`src/rtl/core/alog_pkg.sv`:
```
// ----------------------------------------------------------------------------
// alog_pkg
// Shared types and constants for the altitude launch logger.
// ----------------------------------------------------------------------------
package alog_pkg;

    localparam int SLOT_COUNT  = 31;
    localparam int DIGIT_COUNT = 5;

    localparam int ALT_W     = 16;
    localparam int THR_W     = 8;
    localparam int SLOTS_W   = 5;
    localparam int BLINK_W   = 4;
    localparam int ADDR_W    = $clog2(SLOT_COUNT);
    localparam int SLOT_W    = $clog2(SLOT_COUNT + 1);
    localparam int DIGIT_W   = (DIGIT_COUNT > 1) ? $clog2(DIGIT_COUNT) : 1;
    localparam int CFG_IDX_W = 1;
    localparam int CFG_W     = 16;

    // register indexes
    localparam logic [CFG_IDX_W-1:0] REG_LAUNCH_THRESHOLD = 1'd0;
    localparam logic [CFG_IDX_W-1:0] REG_CLEAR_VALUE      = 1'd1;

    localparam logic [THR_W-1:0] THR_RESET   = 8'd2;
    localparam logic [ALT_W-1:0] CLEAR_RESET = 16'd1000;

    // operation codes
    localparam logic OP_SAMPLE  = 1'b0;
    localparam logic OP_READOUT = 1'b1;

    // x / 10 == (x * 52429) >> 19 for any 16-bit x
    localparam logic [16:0] DIV10_MULT  = 17'd52429;
    localparam int          DIV10_SHIFT = 19;
    localparam logic [BLINK_W-1:0] BLINK_ZERO = 4'd10;

    typedef struct packed {
        logic             operation;
        logic [ALT_W-1:0] altitude;
    } alog_in_t;

    typedef struct packed {
        logic [ALT_W-1:0]   filtered_altitude;
        logic               launched;
        logic               led_on;
        logic [SLOTS_W-1:0] slots_used;
        logic [BLINK_W-1:0] blink_count;
        logic               last;
    } alog_out_t;

    // requests from the control logic to the log store
    typedef struct packed {
        logic              clear;
        logic [ALT_W-1:0]  fill;
        logic              we;
        logic [ADDR_W-1:0] waddr;
        logic [ALT_W-1:0]  wdata;
        logic              re;
        logic [ADDR_W-1:0] raddr;
    } alog_store_req_t;

endpackage

```
`src/rtl/core/alog_store.sv`:
```
// ----------------------------------------------------------------------------
// alog_store
// Log slot memory with registered read. Per-slot valid bits stand
// in for the reset and launch fills: an unwritten slot reads the fill value.
// ----------------------------------------------------------------------------
module alog_store
    import alog_pkg::*;
(
    input  logic                  clk,
    input  logic                  rst_n,
    input  alog_store_req_t       req,
    output logic [ALT_W-1:0]      rdata
);

    logic [ALT_W-1:0]      mem [SLOT_COUNT];
    logic [ALT_W-1:0]      ram_q_reg;
    logic [SLOT_COUNT-1:0] valid_reg;
    logic [SLOT_COUNT-1:0] valid_next;
    logic                  hit_reg;
    logic [ALT_W-1:0]      fill_reg;

    always_comb
    begin
        valid_next = valid_reg;
        if (req.clear)
        begin
            valid_next = '0;
        end
        if (req.we)
        begin
            valid_next[req.waddr] = 1'b1;
        end
    end

    always_ff @(posedge clk or negedge rst_n)
    begin
        if (!rst_n)
        begin
            valid_reg <= '0;
            hit_reg   <= 1'b0;
            fill_reg  <= '0;
        end
        else
        begin
            valid_reg <= valid_next;
            if (req.clear)
            begin
                fill_reg <= req.fill;
            end
            if (req.re)
            begin
                hit_reg <= valid_reg[req.raddr];
            end
        end
    end

    always_ff @(posedge clk)
    begin
        if (req.we)
        begin
            mem[req.waddr] <= req.wdata;
        end
        if (req.re)
        begin
            ram_q_reg <= mem[req.raddr];
        end
    end

    assign rdata = hit_reg ? ram_q_reg : fill_reg;

endmodule

```
`src/rtl/core/altitude_launch_logger.sv`:
```
// ----------------------------------------------------------------------------
// altitude_launch_logger
// Filters altitude samples, detects launch, logs filtered values and reads
// the maximum logged value back as decimal blink counts.
// ----------------------------------------------------------------------------
//  channel  | handshake           | payload
//  ---------+---------------------+--------------------------------------
//  in       | in_valid / in_stall | in_data   (operation, altitude)
//  out      | out_valid/out_stall | out_data  (filtered value, status, digit)
//  cfg      | cfg_we              | cfg_index, cfg_data
//
//  Sample: one result beat, loaded into the output register.
//  Readout: walks the store through its single read port, loads the digit
//  work value, then emits the digit beats (DIGIT_COUNT beats, or none if
//  max 0).
//  Reset: store reads zero through per-slot valid bits; no clearing pass.
//  A new item is taken while idle and the output register is free or
//  emptying in the same cycle; out_stall holds digit emission.
// ----------------------------------------------------------------------------
module altitude_launch_logger
    import alog_pkg::*;
(
    input  logic                 clk,
    input  logic                 rst_n,
    input  logic                 in_valid,
    output logic                 in_stall,
    input  alog_in_t             in_data,
    output logic                 out_valid,
    input  logic                 out_stall,
    output alog_out_t            out_data,
    input  logic                 cfg_we,
    input  logic [CFG_IDX_W-1:0] cfg_index,
    input  logic [CFG_W-1:0]     cfg_data
);

    localparam logic [1:0] ST_IDLE  = 2'd0;
    localparam logic [1:0] ST_SCAN  = 2'd1;
    localparam logic [1:0] ST_DONE  = 2'd2;
    localparam logic [1:0] ST_DIGIT = 2'd3;

    logic [THR_W-1:0]   thr_reg;
    logic [ALT_W-1:0]   clr_reg;
    logic [ALT_W-1:0]   filt_reg,  filt_next;
    logic               primed_reg, primed_next;
    logic               launch_seen_reg, launch_seen_next;
    logic               led_reg,   led_next;
    logic [SLOT_W-1:0]  wslot_reg, wslot_next;
    logic [1:0]         state_reg, state_next;
    logic [SLOT_W-1:0]  scan_reg,  scan_next;
    logic               rd_pend_reg;
    logic [ALT_W-1:0]   max_reg,   max_next;
    logic [ALT_W-1:0]   work_reg,  work_next;
    logic [DIGIT_W-1:0] digit_reg, digit_next;
    logic               out_valid_reg, out_valid_next;
    alog_out_t          out_data_reg,  out_data_next;

    alog_store_req_t    sreq;
    logic [ALT_W-1:0]   srdata;

    logic               in_accept;
    logic               out_free;
    logic [ALT_W:0]     sum;
    logic [ALT_W-1:0]   nv;
    logic [ALT_W:0]     limit;
    logic               launch_now;
    logic               launch_after;
    logic [SLOT_W-1:0]  slot_base;
    logic               log_now;
    logic [32:0]        prod;
    logic [ALT_W-1:0]   quot;
    logic [ALT_W-1:0]   rem_full;
    logic [BLINK_W-1:0] rem;

    alog_store u_store (
        .clk   (clk),
        .rst_n (rst_n),
        .req   (sreq),
        .rdata (srdata)
    );

    assign out_free  = !out_valid_reg || !out_stall;
    assign in_stall  = (state_reg != ST_IDLE) || !out_free;
    assign in_accept = in_valid && !in_stall;

    // sample datapath
    assign sum          = {1'b0, in_data.altitude} + {1'b0, filt_reg};
    assign nv           = sum[ALT_W:1];
    assign limit        = {1'b0, filt_reg} + (ALT_W + 1)'(thr_reg);
    assign launch_now   = primed_reg && !launch_seen_reg && ({1'b0, nv} > limit);
    assign launch_after = launch_seen_reg || launch_now;
    assign slot_base    = launch_now ? '0 : wslot_reg;
    assign log_now      = primed_reg && launch_after && (slot_base < SLOT_W'(SLOT_COUNT));

    // one decimal digit per step
    assign prod     = {1'b0, work_reg} * {16'd0, DIV10_MULT};
    assign quot     = ALT_W'(prod >> DIV10_SHIFT);
    assign rem_full = work_reg - ((quot << 3) + (quot << 1));
    assign rem      = rem_full[BLINK_W-1:0];

    always_comb
    begin
        filt_next        = filt_reg;
        primed_next      = primed_reg;
        launch_seen_next = launch_seen_reg;
        led_next         = led_reg;
        wslot_next       = wslot_reg;
        state_next       = state_reg;
        scan_next        = scan_reg;
        max_next         = max_reg;
        work_next        = work_reg;
        digit_next       = digit_reg;
        out_valid_next   = out_valid_reg && out_stall;
        out_data_next    = out_data_reg;

        sreq       = '0;
        sreq.fill  = clr_reg;
        sreq.wdata = nv;
        sreq.waddr = slot_base[ADDR_W-1:0];
        sreq.raddr = scan_reg[ADDR_W-1:0];

        case (state_reg)
            ST_IDLE:
            begin
                if (in_accept)
                begin
                    if (in_data.operation == OP_READOUT)
                    begin
                        state_next = ST_SCAN;
                        scan_next  = '0;
                        max_next   = '0;
                    end
                    else
                    begin
                        if (!primed_reg)
                        begin
                            filt_next   = in_data.altitude;
                            primed_next = 1'b1;
                        end
                        else
                        begin
                            filt_next        = nv;
                            launch_seen_next = launch_after;
                            led_next         = !launch_after && !led_reg;
                            sreq.clear       = launch_now;
                            sreq.we          = log_now;
                            wslot_next       = log_now ? slot_base + 1'b1 : slot_base;
                        end
                        out_valid_next                  = 1'b1;
                        out_data_next.filtered_altitude = filt_next;
                        out_data_next.launched          = launch_seen_next;
                        out_data_next.led_on            = led_next;
                        out_data_next.slots_used        = SLOTS_W'(wslot_next);
                        out_data_next.blink_count       = '0;
                        out_data_next.last              = 1'b1;
                    end
                end
            end

            ST_SCAN:
            begin
                if (rd_pend_reg && (srdata > max_reg))
                begin
                    max_next = srdata;
                end
                if (scan_reg < SLOT_W'(SLOT_COUNT))
                begin
                    sreq.re   = 1'b1;
                    scan_next = scan_reg + 1'b1;
                end
                else if (!rd_pend_reg)
                begin
                    state_next = ST_DONE;
                end
            end

            ST_DONE:
            begin
                work_next  = max_reg;
                digit_next = '0;
                state_next = (max_reg == '0) ? ST_IDLE : ST_DIGIT;
            end

            ST_DIGIT:
            begin
                if (out_free)
                begin
                    out_valid_next                  = 1'b1;
                    out_data_next.filtered_altitude = filt_reg;
                    out_data_next.launched          = launch_seen_reg;
                    out_data_next.led_on            = led_reg;
                    out_data_next.slots_used        = SLOTS_W'(wslot_reg);
                    out_data_next.blink_count       = (rem == '0) ? BLINK_ZERO : rem;
                    out_data_next.last              =
                        (digit_reg == DIGIT_W'(DIGIT_COUNT - 1));
                    work_next  = quot;
                    digit_next = digit_reg + 1'b1;
                    if (digit_reg == DIGIT_W'(DIGIT_COUNT - 1))
                    begin
                        state_next = ST_IDLE;
                    end
                end
            end

            default:
            begin
                state_next = ST_IDLE;
            end
        endcase
    end

    always_ff @(posedge clk or negedge rst_n)
    begin
        if (!rst_n)
        begin
            thr_reg         <= THR_RESET;
            clr_reg         <= CLEAR_RESET;
            filt_reg        <= '0;
            primed_reg      <= 1'b0;
            launch_seen_reg <= 1'b0;
            led_reg         <= 1'b0;
            wslot_reg       <= '0;
            state_reg       <= ST_IDLE;
            scan_reg        <= '0;
            rd_pend_reg     <= 1'b0;
            digit_reg       <= '0;
            out_valid_reg   <= 1'b0;
        end
        else
        begin
            if (cfg_we)
            begin
                case (cfg_index)
                    REG_LAUNCH_THRESHOLD: thr_reg <= cfg_data[THR_W-1:0];
                    REG_CLEAR_VALUE:      clr_reg <= cfg_data[ALT_W-1:0];
                    default:              ;
                endcase
            end
            filt_reg        <= filt_next;
            primed_reg      <= primed_next;
            launch_seen_reg <= launch_seen_next;
            led_reg         <= led_next;
            wslot_reg       <= wslot_next;
            state_reg       <= state_next;
            scan_reg        <= scan_next;
            rd_pend_reg     <= sreq.re;
            digit_reg       <= digit_next;
            out_valid_reg   <= out_valid_next;
        end
    end

    always_ff @(posedge clk)
    begin
        max_reg      <= max_next;
        work_reg     <= work_next;
        out_data_reg <= out_data_next;
    end

    assign out_valid = out_valid_reg;
    assign out_data  = out_data_reg;

    // launch is sticky and forces the LED off
    a_launch_sticky: assert property (@(posedge clk) disable iff (!rst_n)
        launch_seen_reg |=> launch_seen_reg)
        else $error("launch flag dropped");

    a_led_off_after_launch: assert property (@(posedge clk) disable iff (!rst_n)
        launch_seen_reg |-> !led_reg)
        else $error("LED on after launch");

    a_slot_bound: assert property (@(posedge clk) disable iff (!rst_n)
        wslot_reg <= SLOT_W'(SLOT_COUNT))
        else $error("write slot past end of store");

    a_log_needs_launch: assert property (@(posedge clk) disable iff (!rst_n)
        (wslot_reg != '0) |-> launch_seen_reg)
        else $error("slots logged before launch");

endmodule
```
`config.mk`:
```
export PLATFORM = sky130hd
export DESIGN_NAME = altitude_launch_logger
export DESIGN_NICKNAME = d
export VERILOG_FILES = /design/src/rtl/core/alog_pkg.sv /design/src/rtl/core/alog_store.sv /design/src/rtl/core/altitude_launch_logger.sv
export SDC_FILE = /design/constraint.sdc
export NUM_CORES = 1
export LEC_CHECK = 0
export BUFFER_PORTS_ARGS = -buffer_cell sky130_fd_sc_hd__buf_2
export CORE_AREA = 2 2 263 239
export CTS_BUF_LIST = sky130_fd_sc_hd__clkbuf_16
export CTS_CLUSTER_SIZE = 12
export DETAILED_ROUTE_END_ITERATION = 10
export DIE_AREA = 0 0 265 241
export HOLD_SLACK_MARGIN = 0.06
export PLACE_DENSITY_LB_ADDON = 0.25
export SLEW_MARGIN = 20
export SYNTH_ARGS = -nofsm -noshare
export SYNTH_HDL_FRONTEND = slang
export SYNTH_SLANG_ARGS = --single-unit
```
`constraint.sdc`:
```
create_clock -name clk -period 9.4 [get_ports clk]
set_input_delay 1.88 -clock clk [delete_from_list [all_inputs] [get_ports clk]]
set_output_delay 1.88 -clock clk [all_outputs]
set_load 0.01 [all_outputs]
```
Word-level counts from Yosys, hierarchy flattened. Memories as Yosys holds them, arrays and structs flattened. A register that Yosys moved wholly into a read port is not among the register bits. Index checks and enable logic that the tools add are counted.

Flip-flop bits (word level): 168. Bits in latches: 0. Bits in writable memories: 496. Bits in read-only memories: 0. Input bits: 39. Output and inout port bits: 30. Logic and storage cells: 143. Memories: 1.

$add $sub $neg: 7. $mul: 1. Div/mod/pow operators: 0. Order comparisons: 7. Equality and inequality tests: 13. Shift-type cells: 0. Multiplexer cells: 54. Bitwise operators: 3. Reductions and logical operators: 34.

Memory list: u_store.mem (depth 31, width 16, read ports 1, clocked after Yosys merged registers in 1, wr ports 1, line alog_store.sv:15) `logic [ALT_W-1:0] mem [SLOT_COUNT];`.

Operators with widths (number): 16-bit 2-to-1 mux (6); 28-bit 2-to-1 mux (3); 16-bit one-hot mux with 2 select lines (2); 31-bit 2-to-1 mux (2); 28-bit one-hot mux with 2 select lines (1); 16-bit by 16-bit multiplier with 32-bit output (second input constant) (1); 31-bit bitwise OR (1); 5-bit 2-to-1 mux (6); 1-bit 2-to-1 mux (19); 2-bit != test (second input constant) (9); 16-bit by 16-bit adder with 17-bit output (1); 16-bit by 8-bit adder with 17-bit output (1); 16-bit by 17-bit greater-than comparator with 1-bit output (1); 16-bit greater-than comparator (1); 16-bit logical NOT (1); 2-bit 2-to-1 mux (7); 5-bit by 6-bit < comparator with 1-bit output (second input constant) (2); 4-bit AND reduction (3); 5-bit by 1-bit adder with 5-bit output (second input constant) (2); 5-bit < comparator (second input constant) (2); 5-bit one-hot mux with 2 select lines (1); 1-bit logical AND (9); 2-bit one-hot mux with 4 select lines (1); 2-bit nonzero test (4); other kinds (21) (33).

Logic depth before layout (Yosys ltp).
Depth after elaboration: 12. Gate-level depth with buffers: 25. Mapped depth without buffers: 25.

Modules after synthesis. A second synthesis with hierarchy kept.

Cell total of the unflattened synthesis: 2229. Area, all modules: 33629.8 µm².

By module, submodules not included: alog_store (instances 1, cells an instance 1089, area each 21924.8 µm²); altitude_launch_logger (instances 1, cells an instance 1140, area each 11705.0 µm²).

Worst setup path after synthesis. OpenSTA, ideal clock, no wires.

Kind: input -> register. Start point: input port in_data[1] (netlist name). End point: memory u_store.mem[15][0] (enable). Arrival time: 6.991 ns. Required time: 9.010 ns. Setup slack: 2.019 ns. Stages: 20. Path buffers: 0. Cells stage by stage: inv_1 fa_1 nor2b_1 o21ai_1 a21boi_0 o21ai_1 a21oi_1 a31oi_1 xnor2_1 ha_1 a21o_1 a21oi_1 o211ai_1 a221o_1 o211ai_2 nand2_1 inv_1 ha_1 nand2_1 nor2_1.

RTL lines: start, declared (line altitude_launch_logger.sv:27) `input alog_in_t in_data,`; end, declared (line alog_store.sv:15).

==> flow_metrics.env <==
export IMPL_wl_met2_mm=37.0
export IMPL_max_freq_mhz=135
export IMPL_yosysSeqAreaShare_pct=59.8
export IMPL_ys_types=73
export IMPL_finalCritPeriodShare_pct=79.0
export IMPL_max_slew_margin_pct=21.6
export IMPL_clock_latency_ns=0.63
export IMPL_syn_inst=2119
export IMPL_die_area_um2=63900
export IMPL_synth_compound_area_share_pct=4.71
export IMPL_cts_hold_buf=0
export IMPL_worstHoldStart="u_store.valid_reg[15]"
export IMPL_worstPathMaxFanout=32
export IMPL_clockBufferDepth=3
export IMPL_synth_xor_area_share_pct=1.30
export IMPL_cp_required_ns=9.61
export IMPL_top_layer="met5"
export IMPL_antenna_cells=0
export IMPL_num_rows=86
export IMPL_yosysWarnings=0
export IMPL_via_count=18400
export IMPL_wl_per_cell_um=25.3
export IMPL_dieWidth_um=265
export IMPL_crit_type="in2reg"
export IMPL_ant_nets=0
export IMPL_cts_setup_buffers=0
export IMPL_synth_edf_count=572
export IMPL_tightest_slew_ns=1.18
export IMPL_ys_flop_type="edfxtp_1"
export IMPL_hold_viol_final=0
export IMPL_synth_top_family_by_area="multiplexers"
export IMPL_largest_register_ffs=496
export IMPL_yosys_area_share_simple_pct=4.41
export IMPL_vias_per_cell=6.00
export IMPL_synthAdderAreaFrac_pct=12.4
export IMPL_cts_sinks=680
export IMPL_status="complete, no violations"
export IMPL_finClkSkew_ns=0.0469
export IMPL_grt_util_all_layers_pct=25.0
export IMPL_end_kind="register"
export IMPL_dieHeight_um=241
export IMPL_syn_area_per_cell_um2=15.7
export IMPL_clkTransAtPathRegs_ns=0.06
export IMPL_syn_nets=2439
export IMPL_routed_wl_mm=77.8
export IMPL_drv_slew=0
export IMPL_final_nets=2540
export IMPL_place_hpwl_mm=52.5
export IMPL_setup_tns_ns=0
export IMPL_h_tree_depth=3
export IMPL_hold_class="reg2reg"
export IMPL_antenna_found_initial=7
export IMPL_ys_ff_latch=680
export IMPL_cp_startpoint="in_data[1]"
export IMPL_grt_pass1_wl_mm=117
export IMPL_async_reset_ff_share_pct=15.9
export IMPL_critPathLaunchType="input port"
export IMPL_drtIter0Drc=1766
export IMPL_cp_data_arrival_time_ns=7.63
export IMPL_ios=69
export IMPL_wl_met3_mm=5.83
export IMPL_root_buffer="clkbuf_16"
export IMPL_cts_resized_gates=0
export IMPL_layout_drive_gt1_share_pct=21.2
export IMPL_synthMuxAreaShare_pct=14.0
export IMPL_wl_met1_mm=32.8
export IMPL_setup_viol=0
export IMPL_post_route_drc_count=0
export IMPL_cap_violations=0
export IMPL_r2r_start="filt_reg[1]"
export IMPL_cts_tree="built"
export IMPL_rsz0062_at_grt="no"
export IMPL_first_global_vias=18800
export IMPL_place_congestion=0.896
export IMPL_syn_to_final_growth_pct=11.3
export IMPL_syn_cell_area_um2=33300
export IMPL_start_util_pct=54.6
export IMPL_drtPass1Iterations=5
export IMPL_core_um2=60900
export IMPL_period_minus_slack_ns=7.42
export IMPL_grt_max_degree=124
export IMPL_cts_made_buffers=72
export IMPL_grt_overflow_total=0
export IMPL_portBuffers=68
[logic make-up after synthesis]
logic type / Yosys count
xor+xnor: 48
buf+inv: 292
mux: 263
simple gates: 323
flops: 680
fa+ha+maj: 281
compound gates: 232
[placed cells by master (no fill, tap or decap), drive strengths merged, types with 24 or more instances in the layout]
cell type	count
a21o	62
a21oi	45
o21ai	58
fa	82
and2	28
nand2	157
xnor2	24
clkbuf	73
inv	259
dfrtp	101
buf	100
ha	199
edfxtp	572
mux4	153
mux2	82
nor2	62
mux2i	28
[critical path, stage by stage]
cell and delay [ns]:
buf_2 0.09, inv_1 0.06, fa_1 0.52, nor2b_1 0.15, o21ai_1 0.10, a21boi_0 0.31, o21ai_1 0.15, a21oi_1 0.34
a31oi_1 0.29, o21ai_0 0.27, xnor2_1 0.22, inv_1 0.08, buf_4 0.24, ha_1 0.31, and3_1 0.20, a311oi_1 0.50
o211ai_2 0.38, nand2_1 0.25, ha_1 0.28, nand2b_1 0.19, nor2_2 0.81
[synthesized netlist by cell type (all sizes together), types with 8 or more instances]
master / number / area share [%]
a21o: 62 / 1.4
a21oi: 45 / 0.71
a31oi: 8 / 0.15
and2: 28 / 0.53
buf: 29 / 0.46
clkbuf: 44 / 0.50
dfrtp: 101 / 7.6
edfxtp: 572 / 52
fa: 82 / 4.9
ha: 199 / 7.5
inv: 219 / 2.5
mux2: 82 / 2.8
mux2i: 28 / 0.84
mux4: 153 / 10
nand2: 157 / 1.8
nand2b: 9 / 0.17
nand3: 17 / 0.27
nand4: 12 / 0.23
nor2: 62 / 0.70
nor2b: 9 / 0.17
o21ai: 58 / 0.87
xnor2: 24 / 0.63
xor2: 23 / 0.61
[area by class of cell]
type / count / area (um2)
Tap cell: 792 / 991
Sequential cell: 680 / 19900
Timing Repair Buffer: 100 / 616
Inverter: 219 / 822
Multi-Input combinational cell: 1147 / 12400
Clock inverter: 59 / 424
Fill cell: 4445 / 23900
Clock buffer: 73 / 1830
[through the flow]
stage | instance area [um2] | utilization (%) | hold WS [ns] | setup WS, ns | std cells
floorplan | 33300 | - | 0.444 | 2.02 | 2119
global placement | 34700 | 57.0 | 0.453 | 1.63 | 2937
detailed placement | 34700 | 57.0 | 0.464 | 1.51 | 2937
CTS | 37000 | 60.7 | 0.477 | 2.11 | 3069
global route | 37000 | 60.8 | 0.494 | 1.67 | 3070
finish | 37000 | 60.8 | 0.475 | 1.98 | 3070
[per-layer routing]
| layer | up-vias | GRT usage, % |
|---|---|---|
| li1 | 8111 | - |
| met1 | 9519 | 35.1 |
| met2 | 683 | 39.7 |
| met3 | 115 | 5.27 |
| met4 | 2 | 7.74 |
| met5 | - | 0 |
[worst paths after layout]
| kind | endpoint | slack, ns | cells past startpoint |
|---|---|---|---|
| setup / recovery | u_store.mem[16][12] | 1.98 | 21 |
| min in group asynchronous | clr_reg[14] | 1.40 | 1 |
| max in group asynchronous | scan_reg[1] | 6.73 | 2 |
| hold reg to reg | u_store.valid_reg[15] | 0.47 | 1 |
| hold / removal | u_store.valid_reg[15] | 0.47 | 1 |
| setup reg to reg | u_store.mem[16][12] | 2.85 | 20 |
Power is left out: the tool's default activity adds up to more than one toggle a clock period on the data nets, which glitch-free logic cannot reach.
